`src/design/xibd_pkg.sv`:
```
// Package: shared types, constants and opcode class table for the byte decoder.
package xibd_pkg;

    localparam logic [2:0] ST_OK      = 3'd0;
    localparam logic [2:0] ST_SEGMENT = 3'd1;
    localparam logic [2:0] ST_LOCK    = 3'd2;
    localparam logic [2:0] ST_UNHAND  = 3'd3;
    localparam logic [2:0] ST_ESCAPE  = 3'd4;
    localparam logic [2:0] ST_LONG    = 3'd5;

    localparam logic [2:0] IK_NONE = 3'd0;
    localparam logic [2:0] IK_8    = 3'd1;
    localparam logic [2:0] IK_16   = 3'd2;
    localparam logic [2:0] IK_32   = 3'd3;
    localparam logic [2:0] IK_V    = 3'd4;
    localparam logic [2:0] IK_VQ   = 3'd5;

    localparam logic [1:0] REP_NONE = 2'd0;
    localparam logic [1:0] REP_NE   = 2'd1;
    localparam logic [1:0] REP_E    = 2'd2;

    typedef enum logic [5:0] {
        PH_PREFIX = 6'b000001,
        PH_MODRM  = 6'b000010,
        PH_SIB    = 6'b000100,
        PH_DISP8  = 6'b001000,
        PH_DISP32 = 6'b010000,
        PH_IMM    = 6'b100000
    } t_phase;

    typedef struct packed {
        logic        valid;
        logic        modrm;
        logic [2:0]  kind;
    } t_class;

    // One instruction byte handed from the front part to the back part.
    typedef struct packed {
        logic [7:0] data;
    } t_fq_item;

    typedef struct packed {
        logic [2:0]  status;
        logic [7:0]  opcode;
        logic [7:0]  rex_byte;
        logic        operand_override;
        logic        address_override;
        logic [1:0]  rep_kind;
        logic [7:0]  modrm_value;
        logic [7:0]  sib_value;
        logic [31:0] displacement;
        logic [63:0] immediate;
        logic [3:0]  imm_bytes;
        logic [3:0]  length;
    } t_result;

    function automatic t_class op_class(input logic [7:0] op);
        t_class c;
        c = '{valid: 1'b0, modrm: 1'b0, kind: IK_NONE};
        if (op < 8'h40 && op[7:4] != 4'h1) begin
            if (op[2:0] <= 3'd3)      c = '{1'b1, 1'b1, IK_NONE};
            else if (op[2:0] == 3'd4) c = '{1'b1, 1'b0, IK_8};
            else if (op[2:0] == 3'd5) c = '{1'b1, 1'b0, IK_V};
        end else if (op[7:4] == 4'h5) c = '{1'b1, 1'b0, IK_NONE};
        else if (op[7:4] == 4'h7)     c = '{1'b1, 1'b0, IK_8};
        else if (op >= 8'h84 && op <= 8'h8B) c = '{1'b1, 1'b1, IK_NONE};
        else if (op >= 8'h90 && op <= 8'h97) c = '{1'b1, 1'b0, IK_NONE};
        else if (op >= 8'hB8) begin
            if (op <= 8'hBF) c = '{1'b1, 1'b0, IK_VQ};
            else begin
                case (op)
                    8'hFE, 8'hFF: c = '{1'b1, 1'b1, IK_NONE};
                    8'hEB: c = '{1'b1, 1'b0, IK_8};
                    8'hC7: c = '{1'b1, 1'b1, IK_V};
                    8'hC3, 8'hC9: c = '{1'b1, 1'b0, IK_NONE};
                    8'hC2: c = '{1'b1, 1'b0, IK_16};
                    8'hE8, 8'hE9: c = '{1'b1, 1'b0, IK_32};
                    default: c = '{valid: 1'b0, modrm: 1'b0, kind: IK_NONE};
                endcase
            end
        end else begin
            case (op)
                8'h63, 8'h8D, 8'h8F: c = '{1'b1, 1'b1, IK_NONE};
                8'h68: c = '{1'b1, 1'b0, IK_V};
                8'h6A: c = '{1'b1, 1'b0, IK_8};
                8'h80, 8'h83: c = '{1'b1, 1'b1, IK_8};
                8'h81: c = '{1'b1, 1'b1, IK_V};
                8'hAA, 8'hAB: c = '{1'b1, 1'b0, IK_NONE};
                default: c = '{valid: 1'b0, modrm: 1'b0, kind: IK_NONE};
            endcase
        end
        return c;
    endfunction

    function automatic logic [3:0] imm_size(input logic [2:0] kind, input logic o16,
                                            input logic w);
        logic [3:0] n;
        case (kind)
            IK_8:    n = 4'd1;
            IK_16:   n = 4'd2;
            IK_32:   n = 4'd4;
            IK_V:    n = o16 ? 4'd2 : 4'd4;
            IK_VQ:   n = w ? 4'd8 : (o16 ? 4'd2 : 4'd4);
            default: n = 4'd0;
        endcase
        return n;
    endfunction

endpackage

```
`src/design/xibd_front.sv`:
```
// Front part: input skid queue of instruction bytes feeding the decoder.
module xibd_front
    import xibd_pkg::*;
(
    input  logic       i_clk,
    input  logic       i_rst_n,
    input  logic       i_push,
    input  logic [7:0] i_instr_byte,
    output logic       o_full,
    output logic       o_valid,
    output t_fq_item   o_item,
    input  logic       i_take
);
    // Two-entry queue so each side stalls on its own.
    logic [7:0] r_mem [2];
    logic       r_wp, r_rp;
    logic [1:0] r_cnt, n_cnt;
    logic       w_wr, w_rd;

    assign o_full  = (r_cnt == 2'd2);
    assign o_valid = (r_cnt != 2'd0);
    assign o_item  = '{data: r_mem[r_rp]};
    assign w_wr    = i_push && !o_full;
    assign w_rd    = i_take && o_valid;

    always_comb begin
        n_cnt = r_cnt + {1'b0, w_wr} - {1'b0, w_rd};
    end

    always_ff @(posedge i_clk) begin
        if (!i_rst_n) begin
            r_wp  <= 1'b0;
            r_rp  <= 1'b0;
            r_cnt <= 2'd0;
        end else begin
            r_cnt <= n_cnt;
            if (w_wr) r_wp <= ~r_wp;
            if (w_rd) r_rp <= ~r_rp;
        end
    end

    always_ff @(posedge i_clk) begin
        if (w_wr) r_mem[r_wp] <= i_instr_byte;
    end

`ifndef SYNTHESIS
    a_cnt_range: assert property (@(posedge i_clk) disable iff (!i_rst_n)
        r_cnt != 2'd3) else $error("queue count out of range");
    a_no_over: assert property (@(posedge i_clk) disable iff (!i_rst_n)
        o_full |=> r_cnt != 2'd0) else $error("full queue emptied too fast");
    a_ptr: assert property (@(posedge i_clk) disable iff (!i_rst_n)
        (r_cnt == 2'd0 || r_cnt == 2'd2) |-> r_wp == r_rp)
        else $error("pointers disagree with count");
`endif
endmodule

```
`src/design/xibd_back.sv`:
```
// Back part: per-byte instruction state machine and result register.
module xibd_back
    import xibd_pkg::*;
#(
    parameter int MAX_LEN = 15
) (
    input  logic    i_clk,
    input  logic    i_rst_n,
    input  logic    i_valid,
    input  t_fq_item i_item,
    output logic    o_take,
    output logic    o_empty,
    output t_result o_res,
    input  logic    i_pop
);
    localparam logic [3:0] LenLimit = 4'(MAX_LEN);

    t_phase     r_phase, n_phase;
    logic [1:0] r_pf, n_pf;
    logic [7:0] r_rex, n_rex, r_op, n_op, r_modrm, n_modrm, r_sib, n_sib;
    logic [1:0] r_rep, n_rep;
    logic [31:0] r_disp, n_disp;
    logic [2:0] r_dleft, n_dleft;
    logic [63:0] r_imm, n_imm;
    logic [3:0] r_ileft, n_ileft, r_cnt, n_cnt;
    logic       r_full;
    t_result    r_res, n_res;

    logic [7:0] b;
    logic [3:0] len, isz_cur, isz_new;
    logic       done, emit;
    logic [2:0] est;
    logic [7:0] eop;
    t_class     cl, cl_cur, cl_out;
    logic [1:0] md;

    assign o_take  = i_valid && (!r_full || i_pop);
    assign o_empty = !r_full;
    assign o_res   = r_res;
    assign b       = i_item.data;
    assign len     = r_cnt + 4'd1;
    assign cl      = op_class(b);
    assign cl_cur  = op_class(r_op);
    assign isz_cur = imm_size(cl_cur.kind, r_pf[0], r_rex[3]);
    assign isz_new = imm_size(cl.kind, r_pf[0], r_rex[3]);
    assign md      = r_modrm[7:6];

    always_comb begin
        n_phase = r_phase; n_pf = r_pf; n_rex = r_rex; n_op = r_op;
        n_modrm = r_modrm; n_sib = r_sib; n_rep = r_rep; n_disp = r_disp;
        n_dleft = r_dleft; n_imm = r_imm; n_ileft = r_ileft; n_cnt = len;
        done = 1'b0; emit = 1'b0; est = ST_OK; eop = r_op;
        case (r_phase)
            PH_PREFIX: begin
                if (b[7:4] == 4'h4) n_rex = b;
                else begin
                    case (b)
                        8'h26, 8'h2E, 8'h36, 8'h3E, 8'h64, 8'h65: begin
                            emit = 1'b1; est = ST_SEGMENT; eop = b;
                        end
                        8'hF0: begin emit = 1'b1; est = ST_LOCK; eop = b; end
                        8'h0F: begin emit = 1'b1; est = ST_ESCAPE; eop = b; end
                        8'h66: n_pf[0] = 1'b1;
                        8'h67: n_pf[1] = 1'b1;
                        8'hF2: n_rep = REP_NE;
                        8'hF3: n_rep = REP_E;
                        default: begin
                            if (!cl.valid) begin
                                emit = 1'b1; est = ST_UNHAND; eop = b;
                            end else begin
                                n_op = b;
                                if (cl.modrm) n_phase = PH_MODRM;
                                else if (isz_new == 4'd0) done = 1'b1;
                                else begin n_phase = PH_IMM; n_ileft = isz_new; end
                            end
                        end
                    endcase
                end
            end
            PH_MODRM: begin
                n_modrm = b;
                if (b[7:6] == 2'd3) begin
                    if (isz_cur == 4'd0) done = 1'b1;
                    else begin n_phase = PH_IMM; n_ileft = isz_cur; end
                end else if (b[2:0] == 3'd4) n_phase = PH_SIB;
                else if (b[7:6] == 2'd1) begin n_phase = PH_DISP8; n_dleft = 3'd1; end
                else if (b[7:6] == 2'd2 || b[2:0] == 3'd5) begin
                    n_phase = PH_DISP32; n_dleft = 3'd4;
                end else if (isz_cur == 4'd0) done = 1'b1;
                else begin n_phase = PH_IMM; n_ileft = isz_cur; end
            end
            PH_SIB: begin
                n_sib = b;
                if (md == 2'd1) begin n_phase = PH_DISP8; n_dleft = 3'd1; end
                else if (md == 2'd2 || (md == 2'd0 && b[2:0] == 3'd5)) begin
                    n_phase = PH_DISP32; n_dleft = 3'd4;
                end else if (isz_cur == 4'd0) done = 1'b1;
                else begin n_phase = PH_IMM; n_ileft = isz_cur; end
            end
            PH_DISP8: begin
                n_disp = {{24{b[7]}}, b};
                n_dleft = 3'd0;
                if (isz_cur == 4'd0) done = 1'b1;
                else begin n_phase = PH_IMM; n_ileft = isz_cur; end
            end
            PH_DISP32: begin
                n_disp = r_disp | (32'(b) << {3'(3'd4 - r_dleft) & 3'd3, 3'b000});
                n_dleft = r_dleft - 3'd1;
                if (r_dleft == 3'd1) begin
                    if (isz_cur == 4'd0) done = 1'b1;
                    else begin n_phase = PH_IMM; n_ileft = isz_cur; end
                end
            end
            PH_IMM: begin
                n_imm = r_imm | (64'(b) << {3'(isz_cur - r_ileft), 3'b000});
                n_ileft = r_ileft - 4'd1;
                if (r_ileft == 4'd1) done = 1'b1;
            end
            default: n_phase = PH_PREFIX;
        endcase
        // A completed or overlong instruction reports the opcode taken so far,
        // including one taken on this very byte.
        if (done) begin
            emit = 1'b1; eop = n_op;
        end else if (!emit && len >= LenLimit) begin
            emit = 1'b1; est = ST_LONG; eop = n_op;
        end

        cl_out = op_class(n_op);

        n_res.status           = est;
        n_res.opcode           = eop;
        n_res.rex_byte         = n_rex;
        n_res.operand_override = n_pf[0];
        n_res.address_override = n_pf[1];
        n_res.rep_kind         = n_rep;
        n_res.modrm_value      = (est == ST_OK) ? n_modrm : 8'd0;
        n_res.sib_value        = (est == ST_OK) ? n_sib : 8'd0;
        n_res.displacement     = (est == ST_OK) ? n_disp : 32'd0;
        n_res.immediate        = (est == ST_OK) ? n_imm : 64'd0;
        n_res.imm_bytes        = (est == ST_OK) ? imm_size(cl_out.kind,
                                                           n_pf[0], n_rex[3]) : 4'd0;
        n_res.length           = len;
    end

    always_ff @(posedge i_clk) begin
        if (!i_rst_n || (o_take && emit)) begin
            r_phase <= PH_PREFIX; r_pf <= '0; r_rex <= '0; r_op <= '0;
            r_modrm <= '0; r_sib <= '0; r_rep <= '0; r_disp <= '0;
            r_dleft <= '0; r_imm <= '0; r_ileft <= '0; r_cnt <= '0;
        end else if (o_take) begin
            r_phase <= n_phase; r_pf <= n_pf; r_rex <= n_rex; r_op <= n_op;
            r_modrm <= n_modrm; r_sib <= n_sib; r_rep <= n_rep; r_disp <= n_disp;
            r_dleft <= n_dleft; r_imm <= n_imm; r_ileft <= n_ileft; r_cnt <= n_cnt;
        end
    end

    always_ff @(posedge i_clk) begin
        if (!i_rst_n) r_full <= 1'b0;
        else if (o_take && emit) r_full <= 1'b1;
        else if (i_pop) r_full <= 1'b0;
    end

    always_ff @(posedge i_clk) begin
        if (o_take && emit) r_res <= n_res;
    end

`ifndef SYNTHESIS
    a_cnt: assert property (@(posedge i_clk) disable iff (!i_rst_n)
        r_cnt < LenLimit) else $error("byte count reached limit without a result");
    a_emit_clears: assert property (@(posedge i_clk) disable iff (!i_rst_n)
        (o_take && emit) |=> (r_cnt == 4'd0 && r_phase == PH_PREFIX))
        else $error("state not cleared after a result");
    a_hold: assert property (@(posedge i_clk) disable iff (!i_rst_n)
        (r_full && !i_pop) |=> r_full) else $error("result lost while stalled");
`endif
endmodule

```
`src/design/x86_64_instruction_byte_decoder_core.sv`:
```
// Top level: x86-64 instruction length decoder, one byte per cycle when not stalled.
//
//  channel | direction | handshake        | payload
//  bytes   | in        | i_push / o_full  | i_instr_byte
//  results | out       | o_empty / i_pop  | o_status ... o_length
//
// Each byte makes one step of the decoder state machine; with no stalls the
// sustained rate is one byte per cycle, set by the per-byte phase update.
// A result is registered on the transfer of the byte that finishes an instruction
// and is on the output ports in the next cycle.
// Reset clears the phase, collected prefixes and both queues.
// A full result register that is not popped stalls the decoder; a stalled decoder
// fills the two-entry input queue, which then raises o_full.
module x86_64_instruction_byte_decoder_core
    import xibd_pkg::*;
#(
    parameter int MAX_LEN = 15
) (
    input  logic        i_clk,
    input  logic        i_rst_n,
    input  logic        i_push,
    output logic        o_full,
    input  logic [7:0]  i_instr_byte,
    output logic        o_empty,
    input  logic        i_pop,
    output logic [2:0]  o_status,
    output logic [7:0]  o_opcode,
    output logic [7:0]  o_rex_byte,
    output logic        o_operand_override,
    output logic        o_address_override,
    output logic [1:0]  o_rep_kind,
    output logic [7:0]  o_modrm_value,
    output logic [7:0]  o_sib_value,
    output logic signed [31:0] o_displacement,
    output logic [63:0] o_immediate,
    output logic [3:0]  o_imm_bytes,
    output logic [3:0]  o_length
);
    logic     w_valid, w_take;
    t_fq_item w_item;
    t_result  w_res;

    xibd_front u_front (
        .i_clk, .i_rst_n, .i_push, .i_instr_byte, .o_full,
        .o_valid(w_valid), .o_item(w_item), .i_take(w_take)
    );

    xibd_back #(.MAX_LEN(MAX_LEN)) u_back (
        .i_clk, .i_rst_n, .i_valid(w_valid), .i_item(w_item), .o_take(w_take),
        .o_empty, .o_res(w_res), .i_pop
    );

    assign o_status           = w_res.status;
    assign o_opcode           = w_res.opcode;
    assign o_rex_byte         = w_res.rex_byte;
    assign o_operand_override = w_res.operand_override;
    assign o_address_override = w_res.address_override;
    assign o_rep_kind         = w_res.rep_kind;
    assign o_modrm_value      = w_res.modrm_value;
    assign o_sib_value        = w_res.sib_value;
    assign o_displacement     = w_res.displacement;
    assign o_immediate        = w_res.immediate;
    assign o_imm_bytes        = w_res.imm_bytes;
    assign o_length           = w_res.length;
endmodule
```
`config.mk`:
```
export PLATFORM = sky130hd
export DESIGN_NAME = x86_64_instruction_byte_decoder_core
export DESIGN_NICKNAME = d
export VERILOG_FILES = /design/src/design/xibd_pkg.sv /design/src/design/xibd_front.sv /design/src/design/xibd_back.sv /design/src/design/x86_64_instruction_byte_decoder_core.sv
export SDC_FILE = /design/constraint.sdc
export NUM_CORES = 1
export LEC_CHECK = 0
export ABC_AREA = 1
export BUFFER_PORTS_ARGS = -buffer_cell sky130_fd_sc_hd__buf_2
export CORE_UTILIZATION = 40
export CTS_CLUSTER_SIZE = 10
export DETAILED_ROUTE_END_ITERATION = 10
export PLACE_DENSITY = 0.59
export RECOVER_POWER = 100
export SKIP_CTS_REPAIR_TIMING = 1
export SYNTH_ARGS = -nofsm -noshare
export SYNTH_HDL_FRONTEND = slang
export SYNTH_SLANG_ARGS = --single-unit
```
`constraint.sdc`:
```
create_clock -name i_clk -period 9.5 [get_ports i_clk]
set_input_delay 1.425 -clock i_clk [delete_from_list [all_inputs] [get_ports i_clk]]
set_output_delay 1.425 -clock i_clk [all_outputs]
set_load 0.01 [all_outputs]
```
==> impl_metrics.json, run 1 <==
{
  "syn-num-nets": 1784,
  "clockBufferDepth": 3,
  "syn2layout_area_growth_pct": 12.4,
  "p_int_uw": 3620,
  "grt_start_max_net_pins": 166,
  "clockPowerShare": 0.197,
  "synth_top_area_frac": 0.319,
  "core_sq_um": 36700,
  "p_sw_frac": 0.470,
  "diodes": 0,
  "rrSetupSlack_ns": 2.66,
  "antenna_found_initial": 0,
  "worst_slack_ns": 2.66,
  "synth.cell_area_sq_um": 15000,
  "worst_pin_slew_ns": 1.43,
  "rows": 70,
  "vias_per_cell": 5.29,
  "grt_pass1_wl_mm": 63.8,
  "ys_warn_count": 0,
  "synth_top_cell_by_area": "edfxtp_1",
  "end_kind": "flop",
  "cts_tree": "built",
  "combPwrFrac": 0.462,
  "dp.cells": 2309,
  "pin_count": 157,
  "holdWs_ns": 0.443,
  "final_max_slew_viol_count": 0,
  "die_area_sq_um": 38200,
  "drt_pass1_iterations": 5,
  "finalSetupTns_ns": 0,
  "switching_power_uw": 3220,
  "ys_top_cells_by_count": "nand2_1, nor2_1, a21oi_1",
  "io_buffers": 156,
  "critPathKind": "flop to flop",
  "ys_ff_latch": 314,
  "drive_gt1_frac": 0.0723,
  "place.gp.congestion": 0.901,
  "clk_latency_ns": 0.56,
  "cts_buffers": 38,
  "max_freq_mhz": 146,
  "synth-main-ff-cell": "edfxtp_1",
  "post-route-period-util": 0.720,
  "final_cells": 2376,
  "run_status": "complete, no violations",
  "clock-root-buffer": "clkbuf_16",
  "drt_iter0_drc": 1096,
  "clock_sinks": 314,
  "gr-usage-all-layers": 0.211,
  "timing.rr.end": "u_back.o_res[8]$_SDFFCE_PP0P_",
  "ys_top_cells_by_area": "edfxtp_1, dfxtp_1, nand2_1",
  "dp_slack_ns": 4.46,
  "fillCellCount": 3664,
  "vias": 12600,
  "synth.distinct_cells": 53,
  "async_flop_share": 0,
  "rsz0062_at_grt": "no",
  "p_seq_frac": 0.341,
  "syn-instance-count": 1762,
  "grt_pass1_vias": 11600,
  "avgSynthCellArea_sq_um": 8.50,
  "htree_levels": 2,
  "drv_cap": 0,
  "clk_pin_slew_ns": 0.05,
  "grt_overflow": 0,
  "min_path_type": "flop to flop",
  "chipWidth_um": 195,
  "period_needed_ns": 6.84,
  "detail-route-antenna-nets": 0,
  "drc": 0,
  "worstPathArrival_ns": 7.20,
  "synth-seq-area-share": 0.526,
  "powerDensity_nw_per_um2": 406,
  "nets": 1903,
  "hold_viol_final": 0,
  "yosysMostFrequentCell": "nand2_1",
  "ir_drop_uv": 670,
  "setup_viol": 0,
  "crit_path_end": "u_back.o_res[8]$_SDFFCE_PP0P_",
  "required_ns": 9.86,
  "clock_skew_ns": 0.0228,
  "post_drt_wl_per_cell_um": 17.2,
  "max_slew_margin": 0.0457,
  "die_h_um": 195,
  "worstSetupStartpointType": "flop",
  "rr_worst_depth": 15,
  "synth_edf_count": 159,
  "initial_core_util": 0.408,
  "crit_fanout": 82,
  "p_leak_uw": 0.00593,
  "dp_hpwl_mm": 26.3,
  "routed_wl_mm": 40.8
}
worst max-delay path, cell delays in order, from the launching register on:
cell and delay [ns]:
dfxtp_1 0.70, clkinvlp_2 0.74, nand2_1 0.20, nand2_1 0.47, nand2_1 0.48, nor2_1 0.14, nor2_1 1.09, inv_1 0.23
nor2_1 0.52, inv_2 0.07, nand2_1 0.10, nor2_1 0.06, a21oi_1 0.42, nand3_4 0.50, buf_4 0.57, a21oi_1 0.34
layout by cell type, fill, tap and decap left out, drive strengths merged:
cell / count
xnor2: 2
edfxtp: 159
o211ai: 5
o31ai: 2
a21oi: 196
o21a: 2
nor3: 19
o41ai: 1
clkbuf: 211
a211oi: 65
o2111ai: 1
ha: 9
buf: 17
dfxtp: 155
o221ai: 2
or2: 6
nand3: 114
o21ai: 71
nand2: 356
clkinv: 6
a31oi: 3
a221oi: 4
a21boi: 1
nor2: 236
nor4: 4
fa: 1
nand4: 25
a32o: 6
clkinvlp: 1
o22ai: 15
xor2: 3
o32ai: 6
inv: 203
a22oi: 1
worst min-delay path by stage:
stage | cells past startpoint | endpoint | start | slack (ns)
2_1_floorplan | 1 | u_front.r_cnt[1]$_SDFF_PN0_ | u_front.r_cnt[1]$_SDFF_PN0_ | 0.42
3_3_place_gp | 2 | u_back.r_rex[7]$_SDFFE_PP0P_ | u_back.r_rex[7]$_SDFFE_PP0P_ | 0.43
3_5_place_dp | 2 | u_back.r_rex[5]$_SDFFE_PP0P_ | u_back.r_rex[5]$_SDFFE_PP0P_ | 0.43
4_1_cts | 2 | u_back.r_rex[5]$_SDFFE_PP0P_ | u_back.r_rex[5]$_SDFFE_PP0P_ | 0.44
5_1_grt | 2 | u_back.r_imm[59]$_SDFFE_PP0P_ | u_back.r_imm[59]$_SDFFE_PP0P_ | 0.47
6_report | 2 | u_back.r_rex[5]$_SDFFE_PP0P_ | u_back.r_rex[5]$_SDFFE_PP0P_ | 0.44
cell families (layout without fill, tap and decap cells):
kind of cell | after synthesis | in the layout | synth area share
simple gates | 760 | 760 | 0.226
buf+inv | 292 | 438 | 0.0817
flops | 314 | 314 | 0.526
compound gates | 381 | 381 | 0.154
fa+ha+maj | 10 | 10 | 0.00886
xor+xnor | 5 | 5 | 0.00293
metrics by stage:
stage                     area, sq um   util  total power (uW)
after floorplan                 15000      -              4760
after global placement          16000  0.436              5650
after detailed placement        16000  0.436              5670
after CTS                       17100  0.467              7040
after global routing            16800  0.459              7300
final                           16800  0.459              6840
layout make-up:
class / count / area, sq um / area share
Clock buffer: 63 / 1100 / 0.0652
Tap cell: 468 / 586 / 0.0348
Sequential cell: 314 / 7880 / 0.468
Multi-Input combinational cell: 1156 / 5770 / 0.343
Timing Repair Buffer: 165 / 676 / 0.0401
Inverter: 206 / 782 / 0.0465
Clock inverter: 4 / 42.5 / 0.00253
power groups by stage:
stage / Combinational (uW) / Clock (uW) / Sequential [uW]
global route: 3480 / 1430 / 2390
CTS: 3330 / 1380 / 2330
detailed placement: 3320 / 0 / 2340
finish: 3160 / 1350 / 2330
global placement: 3310 / 0 / 2340
floorplan: 2220 / 0 / 2540
flip-flops by register name, summed over array words and instances (netlist names), 8 cells and up, named ones only:
signal,flops
u_back.r_rex,8
u_back.r_op,8
u_back.r_imm,64
u_back.r_sib,8
u_back.r_disp,32
u_back.r_modrm,8
u_back.o_res,143
u_front.r_mem,16
layer usage:
metal	up-vias	GRT usage	wire, um
met5	-	0	0
met4	0	0.0703	996
met3	71	0.0316	2000
met2	362	0.337	19000
met1	5959	0.292	18900
li1	6181	-	-
No activity file was read; power rests on OpenSTA's default activity.
==> run 2: changes to the inputs <==
==> constraint.sdc (replaced) <==
create_clock -name i_clk -period 7 [get_ports i_clk]
set_input_delay 1.05 -clock i_clk [delete_from_list [all_inputs] [get_ports i_clk]]
set_output_delay 1.05 -clock i_clk [all_outputs]
set_load 0.01 [all_outputs]
==> impl_metrics.json, run 2 (synthesized netlist as in run 1, its figures left out) <==
{
  "worstPathArrival_ns": 5.92,
  "critPathLaunch": "i_pop",
  "place.gp.congestion": 0.907,
  "clock_sinks": 314,
  "required_ns": 7.41,
  "clockBufferDepth": 3,
  "rrSetupSlack_ns": 1.53,
  "run_status": "finished with violations",
  "vias": 12400,
  "post-route-cell-area_sq_um": 16800,
  "hold_viol_final": 0,
  "dp_slack_ns": 2.08,
  "worst_pin_slew_ns": 3.47,
  "die_h_um": 195,
  "drt_pass1_iterations": 5,
  "grt_start_max_net_pins": 165,
  "clk_pin_slew_ns": 0.06,
  "p_leak_uw": 0.00592,
  "cts_buffers": 38,
  "detail-route-antenna-nets": 0,
  "worst_slack_ns": 1.49,
  "post-route-period-util": 0.787,
  "final_common_cell": "nand2_1",
  "violations": "capacitance limit, slew limit",
  "antenna_found_initial": 0,
  "final_max_slew_viol_count": 165,
  "nets": 1903,
  "grt_overflow": 0,
  "worstSetupStartpointType": "input pin",
  "crit_path_end": "u_back.r_ileft[0]$_SDFFE_PP0P_",
  "post_drt_wl_per_cell_um": 17.2,
  "core_sq_um": 36700,
  "final_cell_mix": "nand2_1, nor2_1, a21oi_1",
  "finalSetupTns_ns": 0,
  "drt_iter0_drc": 1010,
  "syn2layout_area_growth_pct": 12.2,
  "post-route-util": 0.458,
  "gr-usage-all-layers": 0.214,
  "rr_worst_depth": 21,
  "max_freq_mhz": 182,
  "drc": 0,
  "min_path_type": "flop to flop",
  "timing.rr.end": "u_back.o_res[36]$_SDFFCE_PP0P_",
  "routed_wl_mm": 41.0,
  "rsz0062_at_grt": "no",
  "clock_skew_ns": 0.0124,
  "largest_reg_flops": 143,
  "htree_levels": 2,
  "io_buffers": 156,
  "die_area_sq_um": 38200,
  "holdWs_ns": 0.442,
  "crit_fanout": 164,
  "rows": 70,
  "grt_pass1_vias": 11700,
  "drive_gt1_frac": 0.0660,
  "max_slew_margin": -1.31,
  "powerDensity_nw_per_um2": 555,
  "initial_core_util": 0.408,
  "vias_per_cell": 5.22,
  "cts_tree": "built",
  "drv_cap": 1,
  "period_needed_ns": 5.51,
  "setup_viol": 0,
  "diodes": 0,
  "end_kind": "flop",
  "dp_hpwl_mm": 26.5,
  "clk_latency_ns": 0.54,
  "clock-root-buffer": "clkbuf_16",
  "place_area_sq_um": 16000,
  "pin_count": 157,
  "chipWidth_um": 195,
  "critPathKind": "input pin to flop",
  "ir_drop_uv": 539,
  "grt_pass1_wl_mm": 64.6
}
[run 2: layer usage]
metal  up-vias  routed length [um]  track usage
li1       6187                   -            -
met1      5831               19200        0.294
met2       330               19100        0.345
met3        57                1810       0.0307
met4         0                 951       0.0720
met5         -                   0            0
[run 2: how the worst min path moves through the flow]
stage,startpoint,slack [ns],depth (start not counted),to
2_1_floorplan,u_front.r_cnt[1]$_SDFF_PN0_,0.42,1,u_front.r_cnt[1]$_SDFF_PN0_
3_3_place_gp,u_back.r_rex[5]$_SDFFE_PP0P_,0.43,2,u_back.r_rex[5]$_SDFFE_PP0P_
3_5_place_dp,u_back.r_rex[4]$_SDFFE_PP0P_,0.44,2,u_back.r_rex[4]$_SDFFE_PP0P_
4_1_cts,u_back.r_rex[4]$_SDFFE_PP0P_,0.44,2,u_back.r_rex[4]$_SDFFE_PP0P_
5_1_grt,u_back.r_rex[6]$_SDFFE_PP0P_,0.47,2,u_back.r_rex[6]$_SDFFE_PP0P_
6_report,u_back.r_rex[4]$_SDFFE_PP0P_,0.44,2,u_back.r_rex[4]$_SDFFE_PP0P_
[run 2: final cells by class]
type	count	area, sq um
Inverter	206	783
Clock buffer	65	1100
Tap cell	468	586
Sequential cell	314	7880
Multi-Input combinational cell	1156	5760
Clock inverter	3	16.3
Timing Repair Buffer	165	664
Fill cell	3650	19900
[run 2: power breakdown]
part,switching [uW],internal (uW)
clock,738,1070
combinational,3330,1010
sequential,296,2880
[run 2: worst max-delay path, stage by stage]
cell and delay (ns):
buf_2 0.07, nor2_1 0.04, a21oi_1 0.41, clkbuf_2 2.46
o21ai_0 0.53, nor4_1 0.38, nand4_1 0.22, nor2_1 0.28
nor2_1 0.07, a21oi_1 0.16, nor2_1 0.05
[run 2: metrics by stage]
stage               power (uW)  cells
floorplan                 6460   1762
finish                    9320   2377
detailed placement        7740   2309
global route             10000   2377
CTS                       9580   2377
global placement          7720   2309
==> run 3: changes to the inputs <==
--- a/config.mk
+++ b/config.mk
@@ -5,12 +5,12 @@
 export SDC_FILE = /design/constraint.sdc
 export NUM_CORES = 1
 export LEC_CHECK = 0
-export ABC_AREA = 1
+export ABC_AREA = 0
 export BUFFER_PORTS_ARGS = -buffer_cell sky130_fd_sc_hd__buf_2
 export CORE_UTILIZATION = 40
 export CTS_CLUSTER_SIZE = 10
 export DETAILED_ROUTE_END_ITERATION = 10
-export PLACE_DENSITY = 0.59
+export PLACE_DENSITY = 0.61
 export RECOVER_POWER = 100
 export SKIP_CTS_REPAIR_TIMING = 1
 export SYNTH_ARGS = -nofsm -noshare
==> constraint.sdc (replaced) <==
create_clock -name i_clk -period 4.6 [get_ports i_clk]
set_input_delay 0.69 -clock i_clk [delete_from_list [all_inputs] [get_ports i_clk]]
set_output_delay 0.69 -clock i_clk [all_outputs]
set_load 0.01 [all_outputs]
==> impl_metrics.json, run 3 <==
{
  "routed_wl_mm": 40.2,
  "avgSynthCellArea_sq_um": 9.80,
  "worstSetupStartpointType": "flop",
  "drt_pass1_iterations": 6,
  "critPathKind": "flop to flop",
  "end_kind": "flop",
  "power_uw": 11300,
  "p_leak_uw": 0.00569,
  "yosysMostFrequentCell": "nor2_1",
  "syn-num-nets": 1450,
  "worst_slack_ns": 0.250,
  "synth-main-ff-cell": "edfxtp_1",
  "drt_iter0_drc": 1037,
  "largest_reg_flops": 143,
  "final_cell_mix": "nor2_1, a21oi_1, clkbuf_1",
  "syn2layout_area_growth_pct": 17.2,
  "powerDensity_nw_per_um2": 686,
  "rsz0062_at_grt": "no",
  "required_ns": 4.88,
  "worstPathArrival_ns": 4.63,
  "final_common_cell": "nor2_1",
  "run_status": "finished with violations",
  "io_buffers": 156,
  "antenna_found_initial": 0,
  "min_from": "i_instr_byte[7]",
  "grt_pass1_wl_mm": 61.4,
  "synth.distinct_cells": 86,
  "synth_top_area_frac": 0.341,
  "ys_top_cells_by_area": "edfxtp_1, dfxtp_1, nor2_1",
  "core_sq_um": 34500,
  "vias_per_cell": 5.53,
  "cts_buffers": 37,
  "gr-usage-all-layers": 0.221,
  "post_drt_wl_per_cell_um": 19.5,
  "cp_top_family": "compound AO/OA/AOI/OAI gates",
  "clockPowerShare": 0.233,
  "diodes": 0,
  "die_h_um": 189,
  "finalSetupTns_ns": 0,
  "min_path_type": "input pin to flop",
  "async_flop_share": 0,
  "detail-route-antenna-nets": 0,
  "initial_core_util": 0.406,
  "post-route-period-util": 0.946,
  "grt_start_max_net_pins": 83,
  "grt_pass1_vias": 10600,
  "max_slew_margin": -0.0992,
  "synth-seq-area-share": 0.563,
  "post-route-util": 0.476,
  "ys_top_cells_by_count": "nor2_1, a21oi_1, edfxtp_1",
  "crit_fanout": 34,
  "violations": "capacitance limit, slew limit",
  "cts_tree": "built",
  "dp_slack_ns": 0.204,
  "crit_chain": "or3b_1 > a22oi_1 > o21ai_0 > and2_0 > nand4_1 > buf_4 > nor4_4 > or3_1 > a21oi_1 > mux2_1",
  "nets": 1609,
  "max_freq_mhz": 230,
  "synth.cell_area_sq_um": 14000,
  "switching_power_uw": 4580,
  "syn-instance-count": 1428,
  "htree_levels": 2,
  "clockBufferDepth": 3,
  "period_needed_ns": 4.35,
  "clk_latency_ns": 0.54,
  "chipWidth_um": 189,
  "p_int_uw": 6670,
  "ys_ff_latch": 314,
  "setup_viol": 0,
  "vias": 11400,
  "p_sw_frac": 0.407,
  "clock_skew_ns": 0.0194,
  "die_area_sq_um": 35700,
  "hold_viol_final": 0,
  "place.gp.congestion": 0.952,
  "clock-root-buffer": "clkbuf_16",
  "synth_edf_count": 159,
  "crit_buf_inv": 1,
  "dp_hpwl_mm": 26.7,
  "rows": 68,
  "p_seq_frac": 0.389,
  "max_stage_delay_ns": 0.78,
  "drc": 0,
  "clock_sinks": 314,
  "ys_warn_count": 0,
  "dp.cells": 2002,
  "drv_cap": 1,
  "grt_overflow": 0,
  "cp_slowest_cell": "dfxtp_2",
  "final_cells": 2064,
  "ir_drop_uv": 541,
  "pin_count": 157,
  "worst_pin_slew_ns": 1.65,
  "clk_pin_slew_ns": 0.05,
  "synth_top_cell_by_area": "edfxtp_1",
  "drive_gt1_frac": 0.101,
  "final_max_slew_viol_count": 32,
  "combPwrFrac": 0.378
}
==> run 3: changes by cell type in the layout (fill, tap and decap cells not counted), moves of 24 or more <==
cell / previous run / this run
buf_4: 5 / 46
nand2_1: 322 / 74
nand3_1: 111 / 21
a22oi_1: 1 / 27
inv_1: 192 / 19
nor2_1: 227 / 307
o21ai_0: 64 / 40
==> run 3: worst paths after layout <==
path                                    endpoint  slack, ns  depth (start not counted)
setup / recovery     u_back.o_res[134]$_DFFE_PP_       0.25                         10
hold / removal     u_front.r_mem[1][7]$_DFFE_PP_       0.35                          1
setup reg to reg     u_back.o_res[134]$_DFFE_PP_       0.25                         10
hold reg to reg   u_back.r_disp[20]$_SDFFE_PP0P_       0.46                          2
==> run 3: kinds of logic after synthesis <==
family / count (synthesis) / share of synthesized area
and+or+nand+nor: 549 / 0.181
AOI/OAI and AO/OA: 391 / 0.174
DFF: 314 / 0.563
buffers and inverters: 113 / 0.0350
muxes: 32 / 0.0253
xor gates and xnor gates: 19 / 0.0119
adders and majority gates: 10 / 0.00948
==> run 3: metrics by stage <==
step           hold slack, ns  area, sq um
6_report                0.345        16400
5_1_grt                 0.324        16400
4_1_cts                 0.326        16600
3_5_place_dp            0.453        15600
3_3_place_gp            0.444        15600
2_1_floorplan           0.433        14200
==> run 3: power groups by stage <==
stage	Clock, uW	Combinational, uW	Sequential [uW]
after global routing	2800	4600	4470
final	2620	4250	4380
after floorplan	0	2410	4680
after CTS	2690	4480	4370
after detailed placement	0	4470	4400
after global placement	0	4460	4410
==> run 3: area by class of cell <==
| class | instances | area, sq um |
|---|---|---|
| clock buffer | 56 | 997 |
| clock inverter | 5 | 75.1 |
| fill | 3324 | 18100 |
| inverter | 20 | 78.8 |
| multi-input combinational | 1002 | 5770 |
| sequential | 314 | 7880 |
| tap | 455 | 569 |
| timing repair buffer | 212 | 1030 |
==> run 3: metal layers <==
layer / GRT usage / vias to the layer above / routed length (um)
met2: 0.349 / 424 / 18400
met4: 0.0676 / 0 / 929
met1: 0.313 / 5458 / 18300
li1: - / 5473 / -
met3: 0.0321 / 63 / 2500
met5: 0 / - / 0
